===== src/hdl/sbge_pkg.sv =====
package sbge_pkg;

    // bytes in one full group, bytes held while a group is collected
    localparam int GROUP_MAX   = 4;
    localparam int HOLD_DEPTH  = GROUP_MAX - 1;
    localparam int BYTE_W      = 8;
    localparam int SEVEN_W     = 7;

    // group queue between front and back, power of two
    localparam int QUEUE_DEPTH = 2;
    localparam int QPTR_W      = $clog2(QUEUE_DEPTH);
    localparam int QFILL_W     = $clog2(QUEUE_DEPTH + 1);

    // position of a byte inside a group
    typedef logic [1:0] grp_idx_t;

    // one classified group, ready to be sent
    typedef struct packed {
        logic [SEVEN_W-1:0]                header;
        logic [GROUP_MAX-1:0][SEVEN_W-1:0] low_bits;
        grp_idx_t                          last_idx;
        logic                              msg_last;
    } sbge_group_t;

    // queue status seen by front and back
    typedef struct packed {
        logic full;
        logic empty;
    } sbge_qstat_t;

endpackage


===== src/hdl/sbge_front.sv =====
module sbge_front
    import sbge_pkg::*;
(
    input  logic              clk,
    input  logic              rst_n,
    input  logic              s_tvalid,
    output logic              s_tready,
    input  logic [BYTE_W-1:0] s_tdata,
    input  logic              s_tlast,
    input  sbge_qstat_t       q_stat,
    output logic              push,
    output sbge_group_t       push_group
);

    logic [BYTE_W-1:0] held_bytes_reg [HOLD_DEPTH];
    grp_idx_t          held_count_reg;
    grp_idx_t          held_count_next;

    logic [BYTE_W-1:0] held_view [GROUP_MAX];
    logic [BYTE_W-1:0] grp       [GROUP_MAX];
    logic [2:0]        grp_size;
    logic              accept;
    logic              flush;

    assign s_tready = !q_stat.full;
    assign accept   = s_tvalid && s_tready;
    // group closes on the message end or on its fourth byte
    assign flush    = s_tlast || (held_count_reg == grp_idx_t'(HOLD_DEPTH));
    assign push     = accept && flush;
    assign grp_size = {1'b0, held_count_reg} + 3'd1;

    always_comb
    begin
        for (int i = 0; i < HOLD_DEPTH; i++)
        begin
            held_view[i] = held_bytes_reg[i];
        end
        held_view[GROUP_MAX-1] = '0;
        for (int i = 0; i < GROUP_MAX; i++)
        begin
            if (i == int'(held_count_reg))
            begin
                grp[i] = s_tdata;
            end
            else if (i < int'(held_count_reg))
            begin
                grp[i] = held_view[i];
            end
            else
            begin
                grp[i] = '0;
            end
        end
    end

    always_comb
    begin
        push_group.header = {grp_size, grp[0][BYTE_W-1], grp[1][BYTE_W-1],
                             grp[2][BYTE_W-1], grp[3][BYTE_W-1]};
        for (int i = 0; i < GROUP_MAX; i++)
        begin
            push_group.low_bits[i] = grp[i][SEVEN_W-1:0];
        end
        push_group.last_idx = held_count_reg;
        push_group.msg_last = s_tlast;
    end

    always_comb
    begin
        held_count_next = held_count_reg;
        if (accept)
        begin
            held_count_next = flush ? '0 : held_count_reg + grp_idx_t'(1);
        end
    end

    always_ff @(posedge clk or negedge rst_n)
    begin
        if (!rst_n)
        begin
            held_count_reg <= '0;
        end
        else
        begin
            held_count_reg <= held_count_next;
        end
    end

    // held bytes carry no reset, only entries below the count are read
    always_ff @(posedge clk)
    begin
        if (accept && !flush)
        begin
            held_bytes_reg[held_count_reg] <= s_tdata;
        end
    end

endmodule


===== src/hdl/sbge_queue.sv =====
module sbge_queue
    import sbge_pkg::*;
(
    input  logic        clk,
    input  logic        rst_n,
    input  logic        push,
    input  sbge_group_t push_group,
    input  logic        pop,
    output sbge_group_t pop_group,
    output sbge_qstat_t q_stat
);

    sbge_group_t         mem [QUEUE_DEPTH];
    logic [QPTR_W-1:0]   wr_ptr_reg;
    logic [QPTR_W-1:0]   wr_ptr_next;
    logic [QPTR_W-1:0]   rd_ptr_reg;
    logic [QPTR_W-1:0]   rd_ptr_next;
    logic [QFILL_W-1:0]  fill_reg;
    logic [QFILL_W-1:0]  fill_next;
    logic                do_push;
    logic                do_pop;

    assign q_stat.full  = (fill_reg == QFILL_W'(QUEUE_DEPTH));
    assign q_stat.empty = (fill_reg == '0);
    assign do_push      = push && !q_stat.full;
    assign do_pop       = pop && !q_stat.empty;
    assign pop_group    = mem[rd_ptr_reg];

    always_comb
    begin
        wr_ptr_next = do_push ? wr_ptr_reg + QPTR_W'(1) : wr_ptr_reg;
        rd_ptr_next = do_pop  ? rd_ptr_reg + QPTR_W'(1) : rd_ptr_reg;
        fill_next   = fill_reg;
        if (do_push && !do_pop)
        begin
            fill_next = fill_reg + QFILL_W'(1);
        end
        else if (do_pop && !do_push)
        begin
            fill_next = fill_reg - QFILL_W'(1);
        end
    end

    always_ff @(posedge clk or negedge rst_n)
    begin
        if (!rst_n)
        begin
            wr_ptr_reg <= '0;
            rd_ptr_reg <= '0;
            fill_reg   <= '0;
        end
        else
        begin
            wr_ptr_reg <= wr_ptr_next;
            rd_ptr_reg <= rd_ptr_next;
            fill_reg   <= fill_next;
        end
    end

    always_ff @(posedge clk)
    begin
        if (do_push)
        begin
            mem[wr_ptr_reg] <= push_group;
        end
    end

endmodule


===== src/hdl/sbge_back.sv =====
module sbge_back
    import sbge_pkg::*;
(
    input  logic              clk,
    input  logic              rst_n,
    input  sbge_group_t       pop_group,
    input  sbge_qstat_t       q_stat,
    output logic              pop,
    output logic              m_tvalid,
    input  logic              m_tready,
    output logic [BYTE_W-1:0] m_tdata,
    output logic              m_tlast,
    output logic              m_tuser
);

    logic [2:0]         idx_reg;
    logic [2:0]         idx_next;
    logic [2:0]         idx_m1;
    logic               m_tvalid_reg;
    logic               m_tvalid_next;
    logic [SEVEN_W-1:0] out_byte_reg;
    logic               gend_reg;
    logic               mend_reg;

    logic               load;
    logic               emit;
    logic               gend;
    logic [SEVEN_W-1:0] cur_byte;

    // output register takes a new word when empty or being drained
    assign load   = !m_tvalid_reg || m_tready;
    assign emit   = load && !q_stat.empty;
    assign idx_m1 = idx_reg - 3'd1;
    assign gend   = (idx_reg == ({1'b0, pop_group.last_idx} + 3'd1));
    assign pop    = emit && gend;

    // header first, then the low seven bits of each byte
    assign cur_byte = (idx_reg == '0) ? pop_group.header
                                      : pop_group.low_bits[idx_m1[1:0]];

    always_comb
    begin
        idx_next      = idx_reg;
        m_tvalid_next = m_tvalid_reg;
        if (load)
        begin
            m_tvalid_next = !q_stat.empty;
        end
        if (emit)
        begin
            idx_next = gend ? '0 : idx_reg + 3'd1;
        end
    end

    always_ff @(posedge clk or negedge rst_n)
    begin
        if (!rst_n)
        begin
            idx_reg      <= '0;
            m_tvalid_reg <= 1'b0;
        end
        else
        begin
            idx_reg      <= idx_next;
            m_tvalid_reg <= m_tvalid_next;
        end
    end

    always_ff @(posedge clk)
    begin
        if (emit)
        begin
            out_byte_reg <= cur_byte;
            gend_reg     <= gend;
            mend_reg     <= gend && pop_group.msg_last;
        end
    end

    assign m_tvalid = m_tvalid_reg;
    assign m_tdata  = {1'b0, out_byte_reg};
    assign m_tlast  = gend_reg;
    assign m_tuser  = mend_reg;

endmodule


===== src/hdl/seven_bit_group_encoder_top.sv =====
// output path: a byte that closes a group is written into the group queue; its header
//   word then reaches m_tdata via the output register, the rest one word per cycle
// throughput: one output word per cycle from the single output register; a full group of
//   four input bytes gives five words; words stall while m_tready is low
// reset: rst_n clears counts, queue pointers and output valid; held bytes are not cleared
module seven_bit_group_encoder_top
    import sbge_pkg::*;
(
    input  logic        clk,
    input  logic        rst_n,
    // input stream
    input  logic        s_tvalid,
    output logic        s_tready,
    input  logic [7:0]  s_tdata,   // [7:0] data_byte
    input  logic        s_tlast,   // last_byte
    // output stream
    output logic        m_tvalid,
    input  logic        m_tready,
    output logic [7:0]  m_tdata,   // [6:0] out_byte, [7] zero
    output logic        m_tlast,   // group_end
    output logic        m_tuser    // message_end
);

    sbge_qstat_t q_stat;
    sbge_group_t push_group;
    sbge_group_t pop_group;
    logic        push;
    logic        pop;

    // front: holds up to three bytes and builds a group of up to four with its header
    sbge_front u_front
    (
        .clk        (clk),
        .rst_n      (rst_n),
        .s_tvalid   (s_tvalid),
        .s_tready   (s_tready),
        .s_tdata    (s_tdata),
        .s_tlast    (s_tlast),
        .q_stat     (q_stat),
        .push       (push),
        .push_group (push_group)
    );

    // short group queue so collecting and sending stall independently
    sbge_queue u_queue
    (
        .clk        (clk),
        .rst_n      (rst_n),
        .push       (push),
        .push_group (push_group),
        .pop        (pop),
        .pop_group  (pop_group),
        .q_stat     (q_stat)
    );

    // back: walks a group out word by word through the output register
    sbge_back u_back
    (
        .clk       (clk),
        .rst_n     (rst_n),
        .pop_group (pop_group),
        .q_stat    (q_stat),
        .pop       (pop),
        .m_tvalid  (m_tvalid),
        .m_tready  (m_tready),
        .m_tdata   (m_tdata),
        .m_tlast   (m_tlast),
        .m_tuser   (m_tuser)
    );

endmodule


===== config.mk =====
export PLATFORM = sky130hd
export DESIGN_NAME = seven_bit_group_encoder_top
export DESIGN_NICKNAME = d
export VERILOG_FILES = /design/src/hdl/sbge_pkg.sv /design/src/hdl/sbge_front.sv /design/src/hdl/sbge_queue.sv /design/src/hdl/sbge_back.sv /design/src/hdl/seven_bit_group_encoder_top.sv
export SDC_FILE = /design/constraint.sdc
export NUM_CORES = 1
export LEC_CHECK = 0
export BUFFER_PORTS_ARGS = -buffer_cell sky130_fd_sc_hd__buf_2
export CAP_MARGIN = 10
export CORE_UTILIZATION = 50
export CTS_BUF_LIST = sky130_fd_sc_hd__clkbuf_4 sky130_fd_sc_hd__clkbuf_8 sky130_fd_sc_hd__clkbuf_16
export CTS_CLUSTER_SIZE = 25
export DETAILED_ROUTE_END_ITERATION = 12
export PLACE_DENSITY = 0.7
export SLEW_MARGIN = 20
export SYNTH_ARGS = -nofsm -noshare
export SYNTH_HDL_FRONTEND = slang
export SYNTH_SLANG_ARGS = --single-unit

===== constraint.sdc =====
create_clock -name clk -period 4.05 [get_ports clk]
set_input_delay 0.2025 -clock clk [delete_from_list [all_inputs] [get_ports clk]]
set_output_delay 0.2025 -clock clk [all_outputs]
set_load 0.02 [all_outputs]

; Yosys cells after proc, flatten, opt, wreduce, memory -nomap -nowiden
; Memories as Yosys holds them, arrays and structs flattened.
; Cells that the tools add are included.
[classes]
addsub = 9
order_cmp = 4
n_eq_ne = 6
mux = 18
reduce_logical = 22
[op_table]
columns = operator, count
row1 = 8-bit two-way mux, 7
row2 = 7-bit binary-select mux with 2-bit select, 1
row3 = 7-bit two-way mux, 2
row4 = 1-bit logical AND, 10
row5 = 2-bit by 1-bit adder with 3-bit output (second input constant), 2
row6 = 1-bit zero test, 6
row7 = 2-bit two-way mux, 3
row8 = 2-bit by 1-bit adder with 2-bit output (second input constant), 2
row9 = 2-bit equality test (first input constant), 2
row10 = 2-bit equality test (second input constant), 2
row11 = 2-bit zero test, 2
row12 = 1-bit by 2-bit < comparator with 1-bit output (first input constant), 2
row13 = 1-bit two-way mux, 4
row14 = 2-bit by 1-bit subtractor with 2-bit output (second input constant), 2
row15 = 3-bit by 1-bit adder with 3-bit output (second input constant), 1
row16 = 3-bit equality test, 1
row17 = 3-bit zero test, 1
row18 = 2-bit by 3-bit < comparator with 1-bit output (second input constant), 1
row19 = 3-bit two-way mux, 1
row20 = 1-bit adder (second input constant), 2
row21 = 1-bit by 2-bit equality test with 1-bit output (first input constant), 1
row22 = 1-bit logical OR, 2
row23 = 2-bit < comparator (first input constant), 1
row24 = 2-bit nonzero test, 1
[word_totals]
reg_bits = 19
ram_bits = 100
in_bits = 13
out_inout_bits = 12
elab_cells = 70
memories = 2
[memory_table]
columns = name, depth, width, rd, rd_clocked_by_memory_dff, wr, line_no
row1 = u_queue.mem, 2, 38, 1, 0, 1, sbge_queue.sv:13  ; sbge_group_t mem [QUEUE_DEPTH];
row2 = u_front.held_bytes_reg, 3, 8, 3, 0, 1, sbge_front.sv:15  ; logic [BYTE_W-1:0] held_bytes_reg [HOLD_DEPTH];

; Depth between registers and ports, before layout
; Gate-level depths: netlist of the first run.
[logic_depth]
depth_word = 9
depth_mapped = 11
ltp_nobuf = 9

; Hierarchy
; Synthesis of the first run repeated with hierarchy kept, for this count alone.
[unflattened]
hier_cells = 277
area_unflattened_um2 = 5068.6
[modules_own_cells]
columns = mod, instances, cells_per_inst, area_each_um2, seq_area_each_um2
row1 = sbge_queue, 1, 137, 2985.4, 2382.3
row2 = sbge_front, 1, 85, 1242.4, 770.7
row3 = sbge_back, 1, 55, 840.8, 370.4

; Least setup slack after synthesis of the first run
; No wires, ideal clock.
[synth_timing]
kind = register -> register
startpoint = register u_front.held_count_reg[1]
endpoint = memory u_queue.mem[0][0] (netlist name), enable pin
setup_time_ns = 0.481
t_arrival_ns = 3.500
required_ns = 3.569
setup_slack_ns = 0.069
stages_incl_launch_ff = 4
n_path_buf = 0
synth_period_minus_slack_ns = 3.981
path_cell_list = dfrtp_1 -> ha_1 -> nor2_1 -> nor3_1
[synth_via]
elab_chain_cells = 6
[synth_rtl]
columns = element, line_no
row1 = "start, declared", sbge_front.sv:16  ; grp_idx_t held_count_reg;
row2 = "start signal, assigned", sbge_front.sv:85  ; held_count_reg <= held_count_next;
row3 = 2-bit equality test, sbge_front.sv:28  ; assign flush = s_tlast || (held_count_reg == grp_idx_t'(HOLD_DEPTH));
row4 = 1-bit logical OR, sbge_front.sv:28
row5 = 1-bit logical AND, sbge_front.sv:29  ; assign push = accept && flush;
row6 = 1-bit logical AND, sbge_queue.sv:25  ; assign do_push = push && !q_stat.full;
row7 = 1-bit two-way mux, sbge_queue.sv:62  ; if (do_push)
row8 = 1-bit two-way mux (implied by the code), sbge_queue.sv:64  ; mem[wr_ptr_reg] <= push_group;
row9 = "end, declared", sbge_queue.sv:13
; No other way between the ends.

; Final worst setup path of the first run
[layout_timing]
startpoint = register u_front.held_count_reg[1]
endpoint = memory u_queue.mem[1][31] (netlist name), enable pin
[layout_via]
elab_chain_cells = 6
[layout_rtl]
columns = element, line_no
row1 = 2-bit equality test, sbge_front.sv:28
row2 = 1-bit logical OR, sbge_front.sv:28
row3 = 1-bit logical AND, sbge_front.sv:29
row4 = 1-bit logical AND, sbge_queue.sv:25
row5 = via u_queue.do_push, sbge_queue.sv:20  ; logic do_push;
row6 = 1-bit two-way mux, sbge_queue.sv:62
row7 = 1-bit two-way mux (implied by the code), sbge_queue.sv:64
; The timed path passes the listed nets, and every way through them passes these cells.

==> key figures, run 1 <==
Critical path
  • R2r endpoint: u_queue.mem[1][31]
  • WP data arrival: ~2.5 ns
  • Critical path required time: 4.20 ns
  • Worst r2r src: u_front.held_count_reg[1]
  • CP max FO: 38
  • Reg-to-reg setup timing slack: 1.72 ns
  • Crit. End Element: flop
  • Crit Path Class: reg -> reg
  • Startpoint Class: flop
  • Worst Reg-to-Reg Cells: 5

Placed design
  • Pre-CTS setup slack: 1.71 ns
  • Routability Congestion: approximately 0.74
  • Dpl cell area: about 0.0051 sq mm
  • I/O Buffers: 23
  • DP Wirelength: 5.43 mm

Synthesis
  • Synth Area in Compound Gates: about 6.6%
  • Syn Area/Cell: approximately 17 sq um
  • Adder-Cell Fraction of Synth Area: approximately 2.3%
  • Synth Area in XOR/XNOR: ~1.6%
  • Synth top area share: 67.1%
  • Post-Syn Area: around 0.0049 sq mm
  • Unique masters post-synth: 34
  • Largest family of logic cells by synthesized area: multiplexers
  • Mux cell area share after synthesis: between 10% and 20%
  • FF+latch count, synth: approximately 120
  • Simple-Gate Fraction of Synth Area: 5.16%
  • Largest cells by area after synthesis: edfxtp_1 (67%), mux2i_1 (7.4%), dfrtp_1 (5.1%)
  • Post-synthesis sequential area ratio: between 70% and 80%
  • EDFF count, synth: around 110
  • Cells after synthesis: just under 300
  • Ys async rst share: under 10%
  • Syn Nets: 313
  • Top_reg_cell synth: edfxtp_1
  • Top cell type by total area after synthesis: edfxtp_1
  • Yosys warns: 0

STA
  • Clock skew: 0.00431 ns
  • Post-route clock period utilization: between 50% and 60%
  • Final hold violations: 0
  • Worst slew pin tran: about 0.72 ns
  • Minimum clock period: 2.33 ns
  • Max-slew violations: 0
  • Setup TNS: 0 ns
  • Endpoints failing setup: 0
  • RSZ-0062 raised after global routing: no
  • Worst setup margin: 1.72 ns
  • Slew HR: about 52%
  • Max Freq: ~430 MHz

Outcome
  • Status: complete, no violations

GRT
  • Largest net degree at the start of global routing: 39
  • First-pass GRT wire length: 14.3 mm
  • GRT Total Usage: 20.4%
  • Vias in the first global route: 2,574
  • Initial antenna violation count: 0
  • Gr ovfl total: 0

Finish
  • Final net count: about 360
  • Final Util: 62.3%
  • FILL cells: about 670
  • Design area: roughly 0.0058 sq mm
  • Commonest non-fill, non-tap cell in the layout: edfxtp_1
  • Max reg flops: 76
  • Share of post-route cells with drive strength above 1: a little under a quarter
  • Most frequent cells in the layout: edfxtp_1 (109), mux2i_1 (36), buf_2 (23)
  • Area Growth Syn to Fin: 19.1%
  • Antenna cell count: 0

Clock network
  • TritonCTS clock tree: built
  • Root buffer cell: clkbuf_8
  • # Post-CTS Setup Buffers: 0
  • Clk_lat worst skew: approximately 0.52 ns
  • Reg clk slew, reported paths: ~0.060 ns
  • CTS Buffer Depth: 2
  • Resize count post-CTS: 0
  • CTS Sinks: around 120
  • TritonCTS Buffers: 17
  • Deepest level of the CTS H-tree: 4

Die
  • Top Ports: 25
  • Core box area: between 0.009 and 0.01 sq mm
  • Initial Util: between 50% and 60%
  • Die height: ~100 microns
  • Die area: around 0.010 sq mm
  • Die W: slightly above 100 microns
  • Core Rows: 35

Routing
  • Routed Antenna Nets: 0
  • DRT Pass-1 Iters: 5
  • Routed WL per cell: approximately 19 microns
  • Vias per inst: roughly 5.5
  • Initial DRC Count: 130
  • DRC errors left: 0
  • Vias: around 2,600
  • DRT Wirelength: approximately 9.3 mm

Pwr
  • Pwr per Cell Area: around 810 mW/mm^2
  • VDD IR max: around 0.52 mV
  • LEAKAGE: approximately 2.2 nW

Run
  • Max_cap viols: 0

Worst hold path
  • Min-Delay Path Class: in -> async
logic make-up after synthesis:
logic type,Yosys count
compound gates,44
xor+xnor,8
fa+ha+maj,9
buf+inv,17
flops,119
mux,47
other cells,1
simple gates,46
how the worst max path moves through the flow:
stage                              start                 end  slack [ns]
2_1_floorplan  u_front.held_count_reg[1]   u_queue.mem[0][0]        0.07
3_3_place_gp   u_front.held_count_reg[1]   u_queue.mem[1][9]        1.80
3_5_place_dp   u_front.held_count_reg[1]  u_queue.mem[1][12]        1.71
4_1_cts        u_front.held_count_reg[1]  u_queue.mem[1][33]        1.67
5_1_grt        u_front.held_count_reg[1]  u_queue.mem[1][21]        1.56
6_report       u_front.held_count_reg[1]  u_queue.mem[1][31]        1.72
cell type report:
cell class	count	area [sq um]	area share (%)
multi-input combinational	155	1260	21.7
clock buffer	18	422	7.26
sequential	119	3520	60.6
clock inverter	14	173	2.97
inverter	6	22.5	0.388
tap	129	161	2.78
timing repair buffer	37	248	4.26
power by group:
group | switching [mW] | internal (mW) | total [mW]
combinational | 0.855 | 0.526 | 1.38
clock | 0.549 | 0.948 | 1.50
sequential | 0.109 | 1.72 | 1.83
total | 1.51 | 3.20 | 4.71
cells in the mapped netlist, types with 2 or more instances:
| cell | n |
|---|---|
| ha_1 | 9 |
| a22o_1 | 16 |
| nand2b_1 | 3 |
| inv_1 | 3 |
| o21ai_1 | 9 |
| mux2i_1 | 36 |
| dfrtp_1 | 10 |
| o21ai_0 | 2 |
| nor2_2 | 2 |
| clkbuf_1 | 6 |
| a22oi_1 | 14 |
| nor2b_1 | 3 |
| and2_1 | 13 |
| xnor2_1 | 2 |
| xor2_1 | 5 |
| inv_2 | 3 |
| mux2_2 | 10 |
| edfxtp_1 | 109 |
| nor2_1 | 6 |
| nand2_1 | 8 |
| nand3_1 | 7 |
| buf_4 | 3 |
layer usage:
layer	share of wire [%]	GRT usage, %	up-vias
met1	43	26.4	1293
met5	0	0	-
met4	1.8	8.36	0
met2	49	31.6	102
li1	-	-	1218
met3	6.8	6.93	14
timing repair:
action,in CTS,in global routing
hold buffers,11,0
endpoints found under the hold margin,37,0
endpoints found under the setup margin,0,0
worst max-delay path, stage by stage, from the launching register on:
cell and delay, ns:
dfrtp_1 0.48, ha_1 0.52, nor2_1 0.15, nor2_2 0.19, and2_1 0.15, buf_4 0.45
per-stage QoR:
step	total power [mW]	hold WS (ns)	std cells
2_1_floorplan	2.88	-0.0931	291
3_3_place_gp	3.18	0.0788	435
3_5_place_dp	3.22	0.0808	435
4_1_cts	4.74	0.0662	478
5_1_grt	4.93	0.0760	478
6_report	4.71	0.0778	478
Note: power is estimated with default switching activity, not from simulation.
==> run 2: changes to the inputs <==
- PLACE_DENSITY: 0.7 -> 0.67
- clock period: 4.05 -> 2.35 ns (I/O delays scaled with it)
==> run 2 against run 1 <==
Compared with the run above: wire length fell by 3.9%; final cell count increased by 2.9%; non-clock buffer count up 14; combinational power increased by 89%; largest power group unchanged; clock skew grew 0.016 ns; worst hold slack better by 0.069 ns; sequential share of layout area decreased by 1.5 points; sequential power up 72%; maximum frequency is 2.7% higher; critical endpoint is now u_queue.fill_reg[1]; critical path depth is 4 higher.
==> key figures, run 2 (synthesis results as in run 1) <==
STA
  • Slew HR: 61.5% (+9.9 points)
  • Max-slew violations: 0 (unchanged)
  • Max Freq: 441 MHz (+2.7%)
  • Hold slack: 0.146 ns (+0.0685 ns)
  • Worst setup margin: 0.0802 ns (-1.64 ns)
  • Final hold violations: 0 (unchanged)
  • Setup TNS: 0 ns (unchanged)
  • Endpoints failing setup: 0 (unchanged)
  • Worst slew pin tran: 0.577 ns (-0.146 ns)
  • Minimum clock period: 2.27 ns (-0.0620 ns)
  • Post-route clock period utilization: 96.6% (+39 points)
  • Clock skew: 0.0198 ns (+0.0155 ns)

Run
  • Max_cap viols: 0 (unchanged)

Critical path
  • Reg-to-reg setup timing slack: 0.08 ns (-1.64 ns)
  • Peak per-stage delay on the critical path: 0.43 ns (-0.09 ns)
  • Worst path slowest cell: dfrtp_2
  • Top cell by count, worst path: xor2_1
  • Cell Chain, Critical Path: mux2_4, ha_1, xor2_1, nor2_2, nand3_2, ha_1, xor2_1, nor2_1, xor2_1
  • CP max FO: 4 (-89%)
  • Cell count along the critical path: 9 (+4)
  • R2r endpoint: u_queue.fill_reg[1]
  • Critical path required time: 2.78 ns (-1.42 ns)
  • Crit. End Element: flop
  • Worst Setup EP: u_queue.fill_reg[1]
  • Worst r2r src: u_queue.rd_ptr_reg
  • Worst path bufs/invs: 0 (-1)
  • CP top delay family: adder cells
  • Crit path from: u_queue.rd_ptr_reg
  • WP data arrival: 2.70 ns (+0.21 ns)
  • Worst Reg-to-Reg Cells: 9 (+4)
  • Crit Path Class: reg -> reg
  • Startpoint Class: flop

Pwr
  • Tot Pwr: 8.28 mW (+76%)
  • LEAKAGE: 2.24 nW (+2.9%)
  • Clock Power Share: 30.4% (-1.4 points)
  • Internal power: 5.65 mW (+77%)
  • Pwr per Cell Area: 1390 mW/mm^2 (+71%)
  • Comb pwr share: 31.5% (+2.2 points)
  • VDD IR max: 0.765 mV (+47%)
  • Seq pwr share: 38.0% (-0.9 points)
  • Switching share of power: 31.7% (-0.44 points)
  • NetSw: 2.62 mW (+73%)

Clock network
  • Root buffer cell: clkbuf_8
  • Clk_lat worst skew: 0.52 ns (about the same)
  • TritonCTS clock tree: built
  • CTS Sinks: 119 (unchanged)
  • Deepest level of the CTS H-tree: 4 (unchanged)
  • TritonCTS Buffers: 17 (unchanged)
  • CTS Buffer Depth: 2 (unchanged)
  • Reg clk slew, reported paths: 0.06 ns (about the same)

Finish
  • FILL cells: 664 (-0.30%)
  • Final Util: 63.8% (+1.5 points)
  • Final net count: 372 (+3.9%)
  • Share of post-route cells with drive strength above 1: 25.1% (+2.4 points)
  • Antenna cell count: 0 (unchanged)
  • Non-Filler Instances: 492 (+2.9%)
  • FF+latch area: 0.00352 sq mm (unchanged)
  • Max reg flops: 76 (unchanged)
  • Area of the multi-input gates: 0.00127 sq mm (+0.50%)
  • Design area: 0.00595 sq mm (+2.5%)
  • Most frequent cells in the layout: edfxtp_1 (109), mux2i_1 (36), buf_2 (23)
  • Area Growth Syn to Fin: 22.1%
  • Commonest non-fill, non-tap cell in the layout: edfxtp_1

Placed design
  • I/O Buffers: 23 (unchanged)
  • Placed Cells: 443 (+1.8%)
  • Routability Congestion: 0.730 (-1.6%)
  • DP Wirelength: 5.39 mm (-0.78%)
  • Pre-CTS setup slack: 0.131 ns (-1.58 ns)
  • Dpl cell area: 0.00520 sq mm (+1.8%)

GRT
  • Largest net degree at the start of global routing: 39 (unchanged)
  • GRT Total Usage: 19.9% (-0.42 points)
  • Initial antenna violation count: 0 (unchanged)
  • GRT busiest layer: met2
  • GRT met2 Usage: 32.4% (+0.79 points)
  • First-pass GRT wire length: 14.1 mm (-1.3%)
  • Met1 global-route usage: 25.7% (-0.66 points)
  • Gr ovfl total: 0 (unchanged)
  • GR Util met3: 6.24% (-0.69 points)
  • Vias in the first global route: 2,596 (+0.85%)

Routing
  • DRC errors left: 0 (unchanged)
  • DRT Wirelength: 8.92 mm (-3.9%)
  • Initial DRC Count: 135 (+3.8%)
  • Vias: 2,613 (-0.53%)
  • Routed WL per cell: 18.1 microns (-6.6%)
  • Vias per inst: 5.31 (-3.4%)
  • DRT Pass-1 Iters: 4 (-1)
  • Routed Antenna Nets: 0 (unchanged)

Worst hold path
  • Min-Delay Path Class: in -> reg

Die
  • Core box area: 0.00933 sq mm (unchanged)
  • Top Ports: 25 (unchanged)
  • Core Rows: 35 (unchanged)
  • Die height: 101 microns (unchanged)
  • Initial Util: 52.3% (unchanged)
  • Die W: 101 microns (unchanged)
  • Die area: 0.0102 sq mm (unchanged)

Outcome
  • Status: complete, no violations
[run 2: changes by cell type in the layout (fill, tap and decap cells not counted), sizes merged]
cell / change
buf: +12
clkbuf: -1
clkinv: +2
clkinvlp: +3
dlygate4sd3: +2
inv: -4
[run 2: repair_timing]
| action | 4_1_cts | 5_1_grt |
|---|---|---|
| endpoints found under the hold margin | 38 | 0 |
| setup endpoints to repair | 0 | 1 |
| setup buffers | 0 | 4 |
| hold buffers | 13 | 0 |
| resized for setup | 0 | 0 |
[run 2: tightest hold or removal path, stage by stage]
cell	delay (ns)
buf_2	0.09
nand2_1	0.21
a22o_1	0.19
[run 2: area by class of cell]
cell class	count	share of cell area, %
Clock buffer	17	6.96
Clock inverter	15	3.05
Inverter	6	0.378
Multi-Input combinational cell	155	21.3
Sequential cell	119	59.2
Tap cell	129	2.71
Timing Repair Buffer	51	6.43
[run 2: worst min-delay path by stage]
stage	from	end	slack, ns	depth (start not counted)
3_3_place_gp	rst_n	u_back.m_tvalid	-0.003	1
3_5_place_dp	rst_n	u_queue.fill_reg[1]	-0.002	1
6_report	s_tvalid	u_front.held_count_reg[1]	0.15	3
5_1_grt	s_tvalid	u_front.held_count_reg[1]	0.17	3
2_1_floorplan	rst_n	u_back.idx_reg[0]	-0.18	0
4_1_cts	s_tvalid	u_front.held_count_reg[1]	0.12	3
[run 2: layer usage]
| metal | share of wire [%] | wire, microns |
|---|---|---|
| met2 | 49 | 4400 |
| met1 | 46 | 4140 |
| met4 | 1.2 | 104 |
| met3 | 3.0 | 267 |
| met5 | 0 | 0 |
[run 2: power by group through the flow]
| stage | logic [mW] | registers (mW) | clock network, mW |
|---|---|---|---|
| floorplan | 1.71 | 3.27 | 0 |
| detailed placement | 2.51 | 3.18 | 0 |
| global route | 2.85 | 3.19 | 2.65 |
| global placement | 2.45 | 3.17 | 0 |
| CTS | 2.54 | 3.15 | 2.56 |
| finish | 2.61 | 3.15 | 2.52 |
